File: config.mk
export PLATFORM = sky130hd
export DESIGN_NAME = infix_to_postfix_converter_core
export DESIGN_NICKNAME = d
export VERILOG_FILES = /design/src/hw/rtl/i2p_pkg.sv /design/src/hw/rtl/i2p_stack.sv /design/src/hw/rtl/infix_to_postfix_converter_core.sv
export SDC_FILE = /design/constraint.sdc
export NUM_CORES = 1
export LEC_CHECK = 0
export BUFFER_PORTS_ARGS = -buffer_cell sky130_fd_sc_hd__buf_2
export CAP_MARGIN = 15
export CORE_ASPECT_RATIO = 1.2
export CORE_MARGIN = 10
export CORE_UTILIZATION = 43
export DETAILED_ROUTE_END_ITERATION = 8
export PLACE_DENSITY = 0.66
export SLEW_MARGIN = 15
export SYNTH_ARGS = -nofsm -noshare
export SYNTH_HDL_FRONTEND = slang
export SYNTH_SLANG_ARGS = --single-unit
File: constraint.sdc
create_clock -name i_clk -period 4.2 [get_ports i_clk]
set_input_delay 0.42 -clock i_clk [delete_from_list [all_inputs] [get_ports i_clk]]
set_output_delay 0.42 -clock i_clk [all_outputs]
set_load 0.03 [all_outputs]
File: src/hw/rtl/i2p_pkg.sv
// Types, character codes and precedence function for the infix to postfix converter.
`default_nettype none

package i2p_pkg;

    localparam logic [7:0] C_SPACE  = 8'h20;
    localparam logic [7:0] C_LPAREN = 8'h28;
    localparam logic [7:0] C_RPAREN = 8'h29;
    localparam logic [7:0] C_STAR   = 8'h2A;
    localparam logic [7:0] C_PLUS   = 8'h2B;
    localparam logic [7:0] C_MINUS  = 8'h2D;
    localparam logic [7:0] C_SLASH  = 8'h2F;
    localparam logic [7:0] C_ZERO   = 8'h30;
    localparam logic [7:0] C_NINE   = 8'h39;

    typedef enum logic [2:0] {
        S_IDLE,
        S_READ,
        S_EVAL,
        S_POP,
        S_NEXT,
        S_SPACE
    } t_state;

    typedef enum logic [2:0] {
        K_FLUSH,
        K_DIGIT,
        K_OPEN,
        K_CLOSE,
        K_OP
    } t_kind;

    function automatic logic [1:0] rank_of(input logic [7:0] c);
        logic [1:0] r;
        r = 2'd0;
        if (c == C_PLUS || c == C_MINUS) begin
            r = 2'd1;
        end else if (c == C_STAR || c == C_SLASH) begin
            r = 2'd2;
        end
        return r;
    endfunction

endpackage

`default_nettype wire

File: src/hw/rtl/i2p_stack.sv
// Operator stack memory: one write port, one registered read port.
`default_nettype none

module i2p_stack #(
    parameter int DEPTH = 32,
    parameter int AW    = 5
) (
    input  wire logic          i_clk,
    input  wire logic          i_wr_en,
    input  wire logic [AW-1:0] i_wr_addr,
    input  wire logic [7:0]    i_wr_data,
    input  wire logic          i_rd_en,
    input  wire logic [AW-1:0] i_rd_addr,
    output logic      [7:0]    o_rd_data
);

    logic [7:0] r_mem [DEPTH];
    logic [7:0] r_rd_data;

    always_ff @(posedge i_clk) begin
        if (i_wr_en) begin
            r_mem[i_wr_addr] <= i_wr_data;
        end
    end

    always_ff @(posedge i_clk) begin
        if (i_rd_en) begin
            r_rd_data <= r_mem[i_rd_addr];
        end
    end

    assign o_rd_data = r_rd_data;

endmodule

`default_nettype wire

File: src/hw/rtl/infix_to_postfix_converter_core.sv
// Top level: shunting-yard infix to postfix converter with a memory-based operator stack.
//
//   channel | handshake                 | payload
//   --------+---------------------------+----------------------------------
//   input   | i_in_valid / o_in_ready   | i_func, i_char_in
//   output  | o_out_valid / i_out_ready | o_char_out, o_last, o_overflow
//
// An item passes through accept, stack top read and decode, and each popped
// entry adds a pop and an emit step, as the stack read port is registered; a
// flush adds a space step for each entry after the first. One item is in
// work at a time. Reset empties the stack at once. A stalled output holds
// the sequencer in place; the output register lets the next item in while
// the final result of the previous one waits.
`default_nettype none

module infix_to_postfix_converter_core #(
    parameter int STACK_DEPTH = 32
) (
    input  wire logic       i_clk,
    input  wire logic       i_rst_n,
    input  wire logic       i_in_valid,
    output logic            o_in_ready,
    input  wire logic       i_func,
    input  wire logic [7:0] i_char_in,
    output logic            o_out_valid,
    input  wire logic       i_out_ready,
    output logic      [7:0] o_char_out,
    output logic            o_last,
    output logic            o_overflow
);

    import i2p_pkg::*;

    localparam int AW = (STACK_DEPTH > 1) ? $clog2(STACK_DEPTH) : 1;
    localparam int CW = $clog2(STACK_DEPTH + 1);

    t_state        r_state, n_state;
    t_kind         r_kind, n_kind;
    logic [7:0]    r_char;
    logic [CW-1:0] r_count, n_count;
    logic [7:0]    r_pop_char;
    logic          r_out_valid;
    logic [7:0]    r_char_out;
    logic          r_last;
    logic          r_ovf;

    logic          w_can_emit;
    logic          w_cont;
    logic          w_full;
    logic [7:0]    w_top;
    logic [CW-1:0] w_cnt_m1;
    logic [CW-1:0] w_cnt_m2;

    logic          w_emit;
    logic [7:0]    w_emit_char;
    logic          w_emit_last;
    logic          w_emit_ovf;
    logic          w_push;
    logic          w_dec;
    logic          w_rd_en;
    logic [AW-1:0] w_rd_addr;
    logic          w_save_pop;

    i2p_stack #(
        .DEPTH(STACK_DEPTH),
        .AW   (AW)
    ) u_stack (
        .i_clk    (i_clk),
        .i_wr_en  (w_push),
        .i_wr_addr(r_count[AW-1:0]),
        .i_wr_data(r_char),
        .i_rd_en  (w_rd_en),
        .i_rd_addr(w_rd_addr),
        .o_rd_data(w_top)
    );

    assign w_can_emit = !r_out_valid || i_out_ready;
    assign w_full     = (r_count == CW'(STACK_DEPTH));
    assign w_cnt_m1   = r_count - CW'(1);
    assign w_cnt_m2   = r_count - CW'(2);

    always_comb begin
        case (r_kind)
            K_FLUSH: w_cont = (r_count != '0);
            K_CLOSE: w_cont = (r_count != '0) && (w_top != C_LPAREN);
            K_OP:    w_cont = (r_count != '0) && (rank_of(r_char) <= rank_of(w_top));
            default: w_cont = 1'b0;
        endcase
    end

    always_comb begin
        if (i_func) begin
            n_kind = K_FLUSH;
        end else if (i_char_in >= C_ZERO && i_char_in <= C_NINE) begin
            n_kind = K_DIGIT;
        end else if (i_char_in == C_LPAREN) begin
            n_kind = K_OPEN;
        end else if (i_char_in == C_RPAREN) begin
            n_kind = K_CLOSE;
        end else begin
            n_kind = K_OP;
        end
    end

    // next state
    always_comb begin
        n_state = r_state;
        case (r_state)
            S_IDLE: begin
                if (i_in_valid) begin
                    n_state = S_READ;
                end
            end
            S_READ: n_state = S_EVAL;
            S_EVAL: begin
                if (r_kind == K_FLUSH && !w_cont) begin
                    n_state = S_IDLE;
                end else if (w_can_emit) begin
                    n_state = w_cont ? S_POP : S_IDLE;
                end
            end
            S_POP: n_state = S_NEXT;
            S_NEXT: begin
                if (w_can_emit) begin
                    if (!w_cont) begin
                        n_state = S_IDLE;
                    end else if (r_kind == K_FLUSH) begin
                        n_state = S_SPACE;
                    end else begin
                        n_state = S_POP;
                    end
                end
            end
            S_SPACE: begin
                if (w_can_emit) begin
                    n_state = S_POP;
                end
            end
            default: n_state = S_IDLE;
        endcase
    end

    // outputs
    always_comb begin
        o_in_ready  = 1'b0;
        w_emit      = 1'b0;
        w_emit_char = C_SPACE;
        w_emit_last = 1'b0;
        w_emit_ovf  = 1'b0;
        w_push      = 1'b0;
        w_dec       = 1'b0;
        w_rd_en     = 1'b0;
        w_rd_addr   = w_cnt_m1[AW-1:0];
        w_save_pop  = 1'b0;
        case (r_state)
            S_IDLE: o_in_ready = 1'b1;
            S_READ: w_rd_en = (r_count != '0);
            S_EVAL: begin
                case (r_kind)
                    K_FLUSH: begin
                        w_emit = w_cont && w_can_emit;
                    end
                    K_DIGIT: begin
                        w_emit      = w_can_emit;
                        w_emit_char = r_char;
                        w_emit_last = 1'b1;
                    end
                    default: begin
                        w_emit      = w_can_emit;
                        w_emit_last = !w_cont;
                        w_emit_ovf  = !w_cont && w_full && (r_kind != K_CLOSE);
                        if (w_can_emit && !w_cont) begin
                            if (r_kind == K_CLOSE) begin
                                w_dec = (r_count != '0);
                            end else begin
                                w_push = !w_full;
                            end
                        end
                    end
                endcase
            end
            S_POP: begin
                w_save_pop = 1'b1;
                w_dec      = 1'b1;
                w_rd_en    = (r_count > CW'(1));
                w_rd_addr  = w_cnt_m2[AW-1:0];
            end
            S_NEXT: begin
                w_emit      = w_can_emit;
                w_emit_char = r_pop_char;
                w_emit_last = !w_cont;
                if (w_can_emit && !w_cont) begin
                    if (r_kind == K_CLOSE) begin
                        w_dec = (r_count != '0);
                    end else if (r_kind == K_OP) begin
                        w_push = !w_full;
                    end
                end
            end
            S_SPACE: w_emit = w_can_emit;
            default: o_in_ready = 1'b0;
        endcase
    end

    always_comb begin
        n_count = r_count;
        if (w_push) begin
            n_count = r_count + CW'(1);
        end else if (w_dec) begin
            n_count = r_count - CW'(1);
        end
    end

    always_ff @(posedge i_clk) begin
        if (!i_rst_n) begin
            r_state     <= S_IDLE;
            r_count     <= '0;
            r_out_valid <= 1'b0;
        end else begin
            r_state <= n_state;
            r_count <= n_count;
            if (w_emit) begin
                r_out_valid <= 1'b1;
            end else if (i_out_ready) begin
                r_out_valid <= 1'b0;
            end
        end
    end

    always_ff @(posedge i_clk) begin
        if (o_in_ready && i_in_valid) begin
            r_kind <= n_kind;
            r_char <= i_char_in;
        end
        if (w_save_pop) begin
            r_pop_char <= w_top;
        end
        if (w_emit) begin
            r_char_out <= w_emit_char;
            r_last     <= w_emit_last;
            r_ovf      <= w_emit_ovf;
        end
    end

    assign o_out_valid = r_out_valid;
    assign o_char_out  = r_char_out;
    assign o_last      = r_last;
    assign o_overflow  = r_ovf;

endmodule

`default_nettype wire

After elaboration in Yosys (flattened, before gate mapping)
Memories as Yosys holds them, arrays and structs flattened. A register that Yosys moved wholly into a read port is not among the register bits.
Cells that the tools add are included.
{"block": "totals", "regBits": 39, "latch_bits": 0, "ramBits": 256, "romBits": 0, "in_bits": 13, "output_inout_bits": 12, "elab_cells": 119, "mem_count": 1}
{"block": "op_classes", "addsub": 3, "mul": 0, "div_mod_pow": 0, "n_lt_le_gt_ge": 4, "n_eq_ne": 25, "shifts": 0, "n_mux": 46, "bitwise_logic": 1, "reduce_logical": 28}
{"memory": "u_stack.r_mem", "depth": 32, "word_bits": 8, "rd": 1, "rd_clocked_by_memory_dff": 1, "wr": 1, "line": "i2p_stack.sv:17", "text": "logic [7:0] r_mem [DEPTH];"}
{"cell": "8-bit by 6-bit == test with 1-bit output, second input constant", "count": 10}
{"cell": "3-bit two-way mux", "count": 8}
{"cell": "3-bit case mux with 6 select lines", "count": 1}
{"cell": "1-bit two-way mux", "count": 17}
{"cell": "2-bit two-way mux", "count": 8}
{"cell": "8-bit case mux with 2 select lines", "count": 1}
{"cell": "6-bit two-way mux", "count": 2}
{"cell": "1-bit case mux with 2 select lines", "count": 5}
{"cell": "3-bit by 2-bit == test with 1-bit output, second input constant", "count": 3}
{"cell": "3-bit == test, second input constant", "count": 3}
{"cell": "1-bit logical AND", "count": 9}
{"cell": "8-bit by 6-bit greater-or-equal comparator with 1-bit output, second input constant", "count": 1}
{"cell": "8-bit by 6-bit <= comparator with 1-bit output, second input constant", "count": 1}
{"cell": "8-bit two-way mux", "count": 1}
{"cell": "8-bit by 6-bit inequality test with 1-bit output, second input constant", "count": 1}
{"cell": "6-bit by 1-bit adder with 6-bit output, second input constant", "count": 1}
{"cell": "3-bit by 1-bit == test with 1-bit output, second input constant", "count": 2}
{"cell": "6-bit == test, second input constant", "count": 1}
{"cell": "6-bit by 1-bit greater-than comparator with 1-bit output, second input constant", "count": 1}
{"cell": "3-bit zero test", "count": 2}
{"cell": "2-bit inequality test, second input constant", "count": 3}
{"cell": "1-bit case mux with 3 select lines", "count": 2}
{"cell": "6-bit nonzero test", "count": 1}
{"cell": "2-bit OR reduction", "count": 3}
{"cell": "12 further kinds", "count": 20}

Logic depth before layout (Yosys ltp)
Gate-level depths: netlist (run 1).
{"block": "depth", "depth_word": 15, "depth_mapped": 13, "depth_no_buf": 12}

Hierarchy
A second synthesis (run 1) with hierarchy kept.
{"block": "hier_totals", "cells_unflattened": 641, "hier_area_um2": 12468.2}
{"mod": "i2p_stack", "n_inst": 1, "cells_each": 417, "area_per_inst_um2": 10133.5, "seq_area_each_um2": 7927.6}
{"mod": "infix_to_postfix_converter_core", "n_inst": 1, "cells_each": 224, "area_per_inst_um2": 2334.7, "seq_area_each_um2": 1071.0}

Worst setup path after synthesis (run 1)
Ideal clock, no wire load.
{"block": "synth_path", "path_type": "reg2reg", "from": "reg r_char[4]", "to": "mem u_stack.r_mem[11][0], enable pin", "setup_ns": 0.370, "arrival_ns": 2.699, "required_time_ns": 3.830, "slack_ns": 1.131, "stages_incl_launch_ff": 12, "n_path_buf": 1, "synth_period_minus_slack_ns": 3.069, "path_cell_list": "edfxtp_1 > nand3b_1 > nor3_1 > nand3_1 > ha_1 > nand2_1 > o21ai_0 > a32oi_1 > o211a_1 > buf_6 > nand2_1 > nor2_1"}
{"block": "synth_via", "elab_chain_cells": 15, "word_cells_on_any_way": 20, "classes_between": "order compare: 1; eq/ne: 4; mux: 10; reduce/logical: 5"}
{"item": "start, declared", "line": "infix_to_postfix_converter_core.sv:39", "text": "logic [7:0] r_char;"}
{"item": "start signal, assigned", "line": "infix_to_postfix_converter_core.sv:233", "text": "r_char <= i_char_in;"}
{"item": "8-bit by 6-bit == test with 1-bit output", "line": "i2p_pkg.sv:38", "text": "end else if (c == C_STAR || c == C_SLASH) begin"}
{"item": "1-bit logical OR", "line": "i2p_pkg.sv:38"}
{"item": "2-bit two-way mux", "line": "i2p_pkg.sv:38"}
{"item": "2-bit two-way mux (*)", "line": "i2p_pkg.sv:36", "text": "if (c == C_PLUS || c == C_MINUS) begin"}
{"item": "2-bit two-way mux (*)", "line": "infix_to_postfix_converter_core.sv:83", "text": "case (r_kind)"}
{"item": "2-bit <= comparator (*)", "line": "infix_to_postfix_converter_core.sv:86", "text": "K_OP: w_cont = (r_count != '0) && (rank_of(r_char) <= rank_of(w_top));"}
{"item": "1-bit logical AND (*)", "line": "infix_to_postfix_converter_core.sv:86"}
{"item": "1-bit case mux with 3 select lines (*)", "line": "infix_to_postfix_converter_core.sv:83"}
{"item": "1-bit zero test (*)", "line": "infix_to_postfix_converter_core.sv:172, infix_to_postfix_converter_core.sv:192"}
{"item": "1-bit logical AND (*)", "line": "infix_to_postfix_converter_core.sv:172, infix_to_postfix_converter_core.sv:192"}
{"item": "1-bit two-way mux", "line": "infix_to_postfix_converter_core.sv:172", "text": "if (w_can_emit && !w_cont) begin"}
{"item": "1-bit two-way mux", "line": "infix_to_postfix_converter_core.sv:159", "text": "case (r_kind)"}
{"item": "1-bit case mux with 2 select lines (*)", "line": "infix_to_postfix_converter_core.sv:155", "text": "case (r_state)"}
{"item": "1-bit two-way mux (*)", "line": "i2p_stack.sv:21", "text": "if (i_wr_en) begin"}
{"item": "1-bit two-way mux (implied by the code) (*)", "line": "i2p_stack.sv:22", "text": "r_mem[i_wr_addr] <= i_wr_data;"}
{"item": "end, declared", "line": "i2p_stack.sv:17"}
Every way passes the cells marked *; elsewhere a longest branch is shown, timed or not. The select of a mux whose other input is x is not followed.

Worst setup path in the final report (run 1)
{"block": "layout_path", "from": "reg r_char[4]", "to": "mem u_stack.r_mem[31][2], enable pin"}
The elaborated chain is that of the path after synthesis.

==> flow_summary.yaml, run 1 <==
synth:
  synthCells: 755
  syn-cell-area_um2: 12500
  synth-edff-count: 293
  yosys_warnings: 0
  syn_avg_cell_area_um2: 16.5
  ys_seq_area_frac: 0.721
  synth_fp_nets: 778
  synth_seq_cells: 303
  async_reset_ff_frac: 0
  ys.flop_type: "edfxtp_1"
  synth_cell_types: 53
die:
  start_util: 0.435
  die_y_um: 207
  die_area_um2: 36300
  die_width_um: 176
  num_rows: 68
  ioPinCount: 25
  core_area_um2: 28700
cts:
  clkLatencyLatePin_ns: 0.54
  post-cts-setup-buffer-count: 0
  cts.clk_slew.worst_paths_ns: 0.06
  cts.path.max_buffers: 3
  cts_tree: "built"
  postCtsHoldBufs: 0
  ctsResizeCount: 0
  htree_levels: 1
  clock-sinks: 303
  root_buffer: "clkbuf_16"
  cts_made_buffers: 30
global_route:
  grt_pass1_wl_um: 41500
  grt_pass1_vias: 6946
  grt_max_degree: 89
  gr-total-overflow: 0
  grt_usage: 0.145
  antenna_found_initial: 0
layout:
  layout.cells.non_filler: 1227
  stdcell_area_um2: 14200
  area_delta_synth_final_pct: 13.8
  final_util: 0.495
  nets: 842
  n_fill_cell: 2381
  seq_area_um2: 9000
  diodes: 0
  final_cell_mix: "edfxtp_1, mux2i_1, mux2_2"
  multiInputGateArea_um2: 3270
  drive_gt1_frac: 0.221
  final_common_cell: "edfxtp_1"
placement:
  place_hpwl_um: 16800
  dpl_cell_area_um2: 13200
  place_inst: 1172
  gp_congestion: 0.890
  place_ws_ns: 0.606
  io_buffers: 24
critical_path:
  critPathCaptureType: "flop"
  arrival_ns: 3.82
  crit_fanout: 10
  critPathRequiredTime_ns: 4.37
  path_class: "flop to flop"
  worstSetupStartpointType: "flop"
pwr:
  ir_drop_mv: 0.325
  clkPwrFrac: 0.361
  powerDensity_nw_per_um2: 511
  p_sw_mw: 1.87
  p_sw_frac: 0.258
  power.share.sequential: 0.481
  share_comb_of_total_power: 0.158
  total_power_mw: 7.25
  p_int_mw: 5.38
  p_leak_nw: 5.04
route:
  wl_per_cell_um: 21.8
  routed_wl_um: 26700
  drc: 0
  drt_iter0_markers: 658
  postRouteAntennaNets: 0
  vias_per_cell: 5.58
  dr.pass1.iters: 5
  vias: 6846
timing:
  min_period_ns: 3.65
  tns_ns: 0
  relSlewSlack: 0.454
  fin_skew_ns: 0.0108
  worst_pin_slew_ns: 0.817
  fin_ws_ns: 0.552
  max_freq_mhz: 274
  fin_crit_sh: 0.869
  rsz0062_at_grt: "no"
  drv_slew: 0
  hold_viol: 0
  hold_ws_ns: 0.0746
  setup_viol: 0
min_path:
  hold_path.class: "input port to flop"
run_status:
  status: "completed"
flow_run:
  maxCapViolCount: 0
synthesized netlist by cell type (2+ instances only):
cell | count | share of area
nand2_1 | 22 | 0.0066
mux4_2 | 2 | 0.0036
o21ai_0 | 9 | 0.0036
nand3b_1 | 3 | 0.0018
buf_6 | 3 | 0.0027
nand2b_1 | 5 | 0.0025
or3_1 | 4 | 0.0020
mux2i_1 | 68 | 0.055
o22ai_1 | 24 | 0.012
o31a_1 | 2 | 0.0014
buf_4 | 9 | 0.0054
mux2_2 | 63 | 0.057
nor2b_1 | 7 | 0.0035
nor4_1 | 2 | 0.0010
nor3_1 | 9 | 0.0036
mux2_4 | 2 | 0.0024
a211oi_1 | 3 | 0.0018
a311oi_1 | 2 | 0.0014
nand4_1 | 3 | 0.0015
inv_1 | 7 | 0.0021
and3_1 | 4 | 0.0020
nand3_1 | 11 | 0.0044
xor2_1 | 2 | 0.0014
xnor2_1 | 7 | 0.0049
a22oi_1 | 15 | 0.0090
and2_1 | 4 | 0.0020
a21boi_1 | 2 | 0.0012
a221oi_1 | 25 | 0.018
a21oi_1 | 9 | 0.0036
clkbuf_1 | 12 | 0.0036
edfxtp_1 | 293 | 0.70
a22o_1 | 7 | 0.0049
o221ai_1 | 15 | 0.011
dfxtp_1 | 10 | 0.016
ha_1 | 10 | 0.010
nor2_1 | 54 | 0.016
buf_2 | 10 | 0.0040
power by group through the flow:
stage | clock, mW | sequential [mW] | combinational (mW)
3_3_place_gp | 0 | 3.55 | 1.14
3_5_place_dp | 0 | 3.55 | 1.15
6_report | 2.62 | 3.49 | 1.14
4_1_cts | 2.66 | 3.49 | 1.15
5_1_grt | 2.80 | 3.49 | 1.23
2_1_floorplan | 0 | 3.59 | 0.734
worst max-delay path, stage by stage, from the launching register on:
cell      delay, ns
edfxtp_1       0.39
nand3b_1       0.19
nor3_1         0.22
nand3_1        0.12
ha_1           0.32
nand2_1        0.07
o21ai_0        0.10
a32oi_1        0.30
o211a_1        0.40
nand2_1        0.47
nor2_1         0.69
final timing paths:
check | startpoint | end | slack, ns | cells after the start
setup / recovery | r_char[4]$_DFFE_PP_ | u_stack.r_mem[31][2]$_DFFE_PP_ | 0.55 | 10
hold / removal | i_char_in[5] | r_char[5]$_DFFE_PP_ | 0.07 | 1
setup reg to reg | r_char[4]$_DFFE_PP_ | u_stack.r_mem[31][2]$_DFFE_PP_ | 0.55 | 10
hold reg to reg | u_stack.o_rd_data[6]$_DFFE_PP_ | r_pop_char[6]$_DFFE_PP_ | 0.45 | 0
layer usage:
layer / global-route usage / part of all wire / vias up
met5: 0 / 0 / -
met1: 0.186 / 0.42 / 3423
met3: 0.0173 / 0.051 / 46
met2: 0.250 / 0.50 / 229
li1: - / - / 3148
met4: 0.0537 / 0.028 / 0
cells by family (layout without fill, tap and decap cells):
logic type,after synthesis,count (layout),synth area share
buffers and inverters,41,128,0.0178
muxes,135,135,0.117
DFF,303,303,0.721
AOI/OAI and AO/OA,121,121,0.0723
xor gates and xnor gates,10,10,0.00852
and+or+nand+nor,135,135,0.0532
adders and majority gates,10,10,0.0100
sequential cells by signal (all words and copies together) (netlist names):
signal	flops
r_kind	3
r_state	3
o_char_out	8
u_stack.r_mem	256
r_pop_char	8
r_count	6
o_overflow	1
o_last	1
r_char	8
u_stack.o_rd_data	8
o_out_valid	1
cell type report:
type	instances	area share
flip-flops and latches	303	0.634
clock inverters	19	0.0127
multi-input cells	411	0.230
well taps	385	0.0339
inverters	7	0.00185
clock buffers	36	0.0559
repair buffers	66	0.0315
No activity file was read; power rests on OpenSTA's default activity.
==> run 2: changes to the inputs <==
- CORE_UTILIZATION: 43 -> 55
- PLACE_DENSITY: 0.66 -> 0.79
- clock period: 4.2 -> 3.4 ns (I/O delays scaled with it)
==> run 2 against run 1 <==
Net effect: non-clock buffer count increased by 9; hold slack got worse by 0.062 ns; highest routed layer unchanged; final cell count decreased by 8.1%; fmax increased by 12%; critical path depth increased by 1; largest cell class unchanged; largest power group unchanged; global-route usage increased by 3.9 points.
==> flow_summary.yaml, run 2 (synthesized netlist as in run 1, its figures left out) <==
timing:
  worst_pin_slew_ns: 0.823
  rsz0062_at_grt: "yes"
  fin_skew_ns: 0.0124
  tns_ns: 0
  fin_crit_sh: 0.958
  max_freq_mhz: 307
  relSlewSlack: 0.450
  drv_slew: 0
  min_period_ns: 3.26
  hold_viol: 0
  setup_viol: 0
critical_path:
  r2r_start: "r_char[4]$_DFFE_PP_"
  arrival_ns: 3.50
  path_class: "flop to flop"
  rr_worst_depth: 11
  critPathRequiredTime_ns: 3.64
  crit_end: "u_stack.r_mem[29][0]$_DFFE_PP_"
  r2r_end: "u_stack.r_mem[29][0]$_DFFE_PP_"
  crit_start: "r_char[4]$_DFFE_PP_"
  critPathCaptureType: "flop"
  worstSetupStartpointType: "flop"
  crit_fanout: 10
  r2r_setup_slack_ns: 0.14
cts:
  clock-sinks: 303
  cts.clk_slew.worst_paths_ns: 0.06
  htree_levels: 1
  cts_tree: "built"
  root_buffer: "clkbuf_16"
  cts.path.max_buffers: 3
  cts_made_buffers: 28
  post-cts-setup-buffer-count: 0
  clkLatencyLatePin_ns: 0.54
route:
  postRouteAntennaNets: 0
  vias_per_cell: 6.30
  drc: 0
  vias: 7097
  routed_wl_um: 27200
  dr.pass1.iters: 5
  wl_per_cell_um: 24.1
  drt_iter0_markers: 702
global_route:
  antenna_found_initial: 0
  grt_max_degree: 57
  grt_usage: 0.185
  grt_pass1_vias: 7195
  grt_pass1_wl_um: 41500
  gr-total-overflow: 0
die:
  start_util: 0.558
  die_y_um: 185
  num_rows: 60
  ioPinCount: 25
  die_area_um2: 29200
  core_area_um2: 22400
  die_width_um: 158
placement:
  place_inst: 1072
  gp_congestion: 0.893
  io_buffers: 24
  place_hpwl_um: 16600
pwr:
  ir_drop_mv: 0.393
  powerDensity_nw_per_um2: 622
  p_leak_nw: 5.04
layout:
  largest_reg_flops: 256
  top_register: "u_stack.r_mem"
  final_common_cell: "edfxtp_1"
  final_cell_mix: "edfxtp_1, mux2i_1, mux2_2"
  layout.cells.non_filler: 1127
  drive_gt1_frac: 0.224
  nets: 849
  area_delta_synth_final_pct: 12.8
  diodes: 0
run_status:
  status: "completed"
min_path:
  hp-start: "i_char_in[0]"
  hold_path.class: "input port to flop"
flow_run:
  maxCapViolCount: 0
[run 2: cell types whose count changed in the layout (fill, tap and decap cells not counted), sizes merged]
cell         delta
buf             +6
bufinv          -1
clkinv          -1
dlygate4sd3     +3
inv             -1
[run 2: cell type report]
| cell class | instances | area (um^2) |
|---|---|---|
| clock buffer | 36 | 752 |
| clock inverter | 16 | 133 |
| fill | 1538 | 8290 |
| inverter | 7 | 26.3 |
| multi-input combinational | 411 | 3290 |
| sequential | 303 | 9000 |
| tap | 279 | 349 |
| timing repair buffer | 75 | 539 |
[run 2: stage by stage]
step	worst slack, ns	area [um^2]	hold slack [ns]	power (mW)	utilization
floorplan	0.331	12500	0.418	5.34	-
global placement	-0.105	13100	0.427	5.76	0.588
detailed placement	0.00485	13200	0.429	5.80	0.588
CTS	0.106	14100	0.00554	8.78	0.629
global route	-0.0456	14100	0.0100	9.05	0.630
finish	0.144	14100	0.0129	8.76	0.630
[run 2: repair_timing]
| item | CTS | global route |
|---|---|---|
| hold buffers | 3 | 0 |
| pin swaps | 0 | 0 |
| hold endpoints to repair | 3 | 0 |
| endpoints found under the setup margin | 1 | 48 |
| gates resized for setup | 1 | 4 |
[run 2: power breakdown]
group	switching (mW)	total, mW	internal (mW)
Clock	1.30	3.01	1.71
Sequential	0.0608	4.31	4.25
Combinational	0.933	1.45	0.514
[run 2: worst min-delay path by stage]
stage	endpoint	slack, ns	cells after the start
2_1_floorplan	r_pop_char[5]$_DFFE_PP_	0.42	0
3_3_place_gp	r_pop_char[5]$_DFFE_PP_	0.43	0
3_5_place_dp	r_pop_char[5]$_DFFE_PP_	0.43	0
4_1_cts	r_char[1]$_DFFE_PP_	0.006	1
5_1_grt	r_char[1]$_DFFE_PP_	0.01	1
6_report	r_char[0]$_DFFE_PP_	0.01	1
[run 2: layer usage]
layer  up-vias  global-route usage  part of all wire
met2       316               0.313              0.50
li1       3161                   -                 -
met3        71              0.0288             0.066
met4         0              0.0876             0.041
met5         -                   0                 0
met1      3549               0.227              0.39
[run 2: critical path, cell delays in order, from the launching register on]
cell,delay (ns)
edfxtp_1,0.38
nand3b_1,0.20
nor3_1,0.24
and3_1,0.21
ha_1,0.24
nand2_1,0.06
o21ai_0,0.07
a32oi_1,0.30
o211a_1,0.40
nand2_1,0.41
nor2_1,0.25
buf_4,0.21
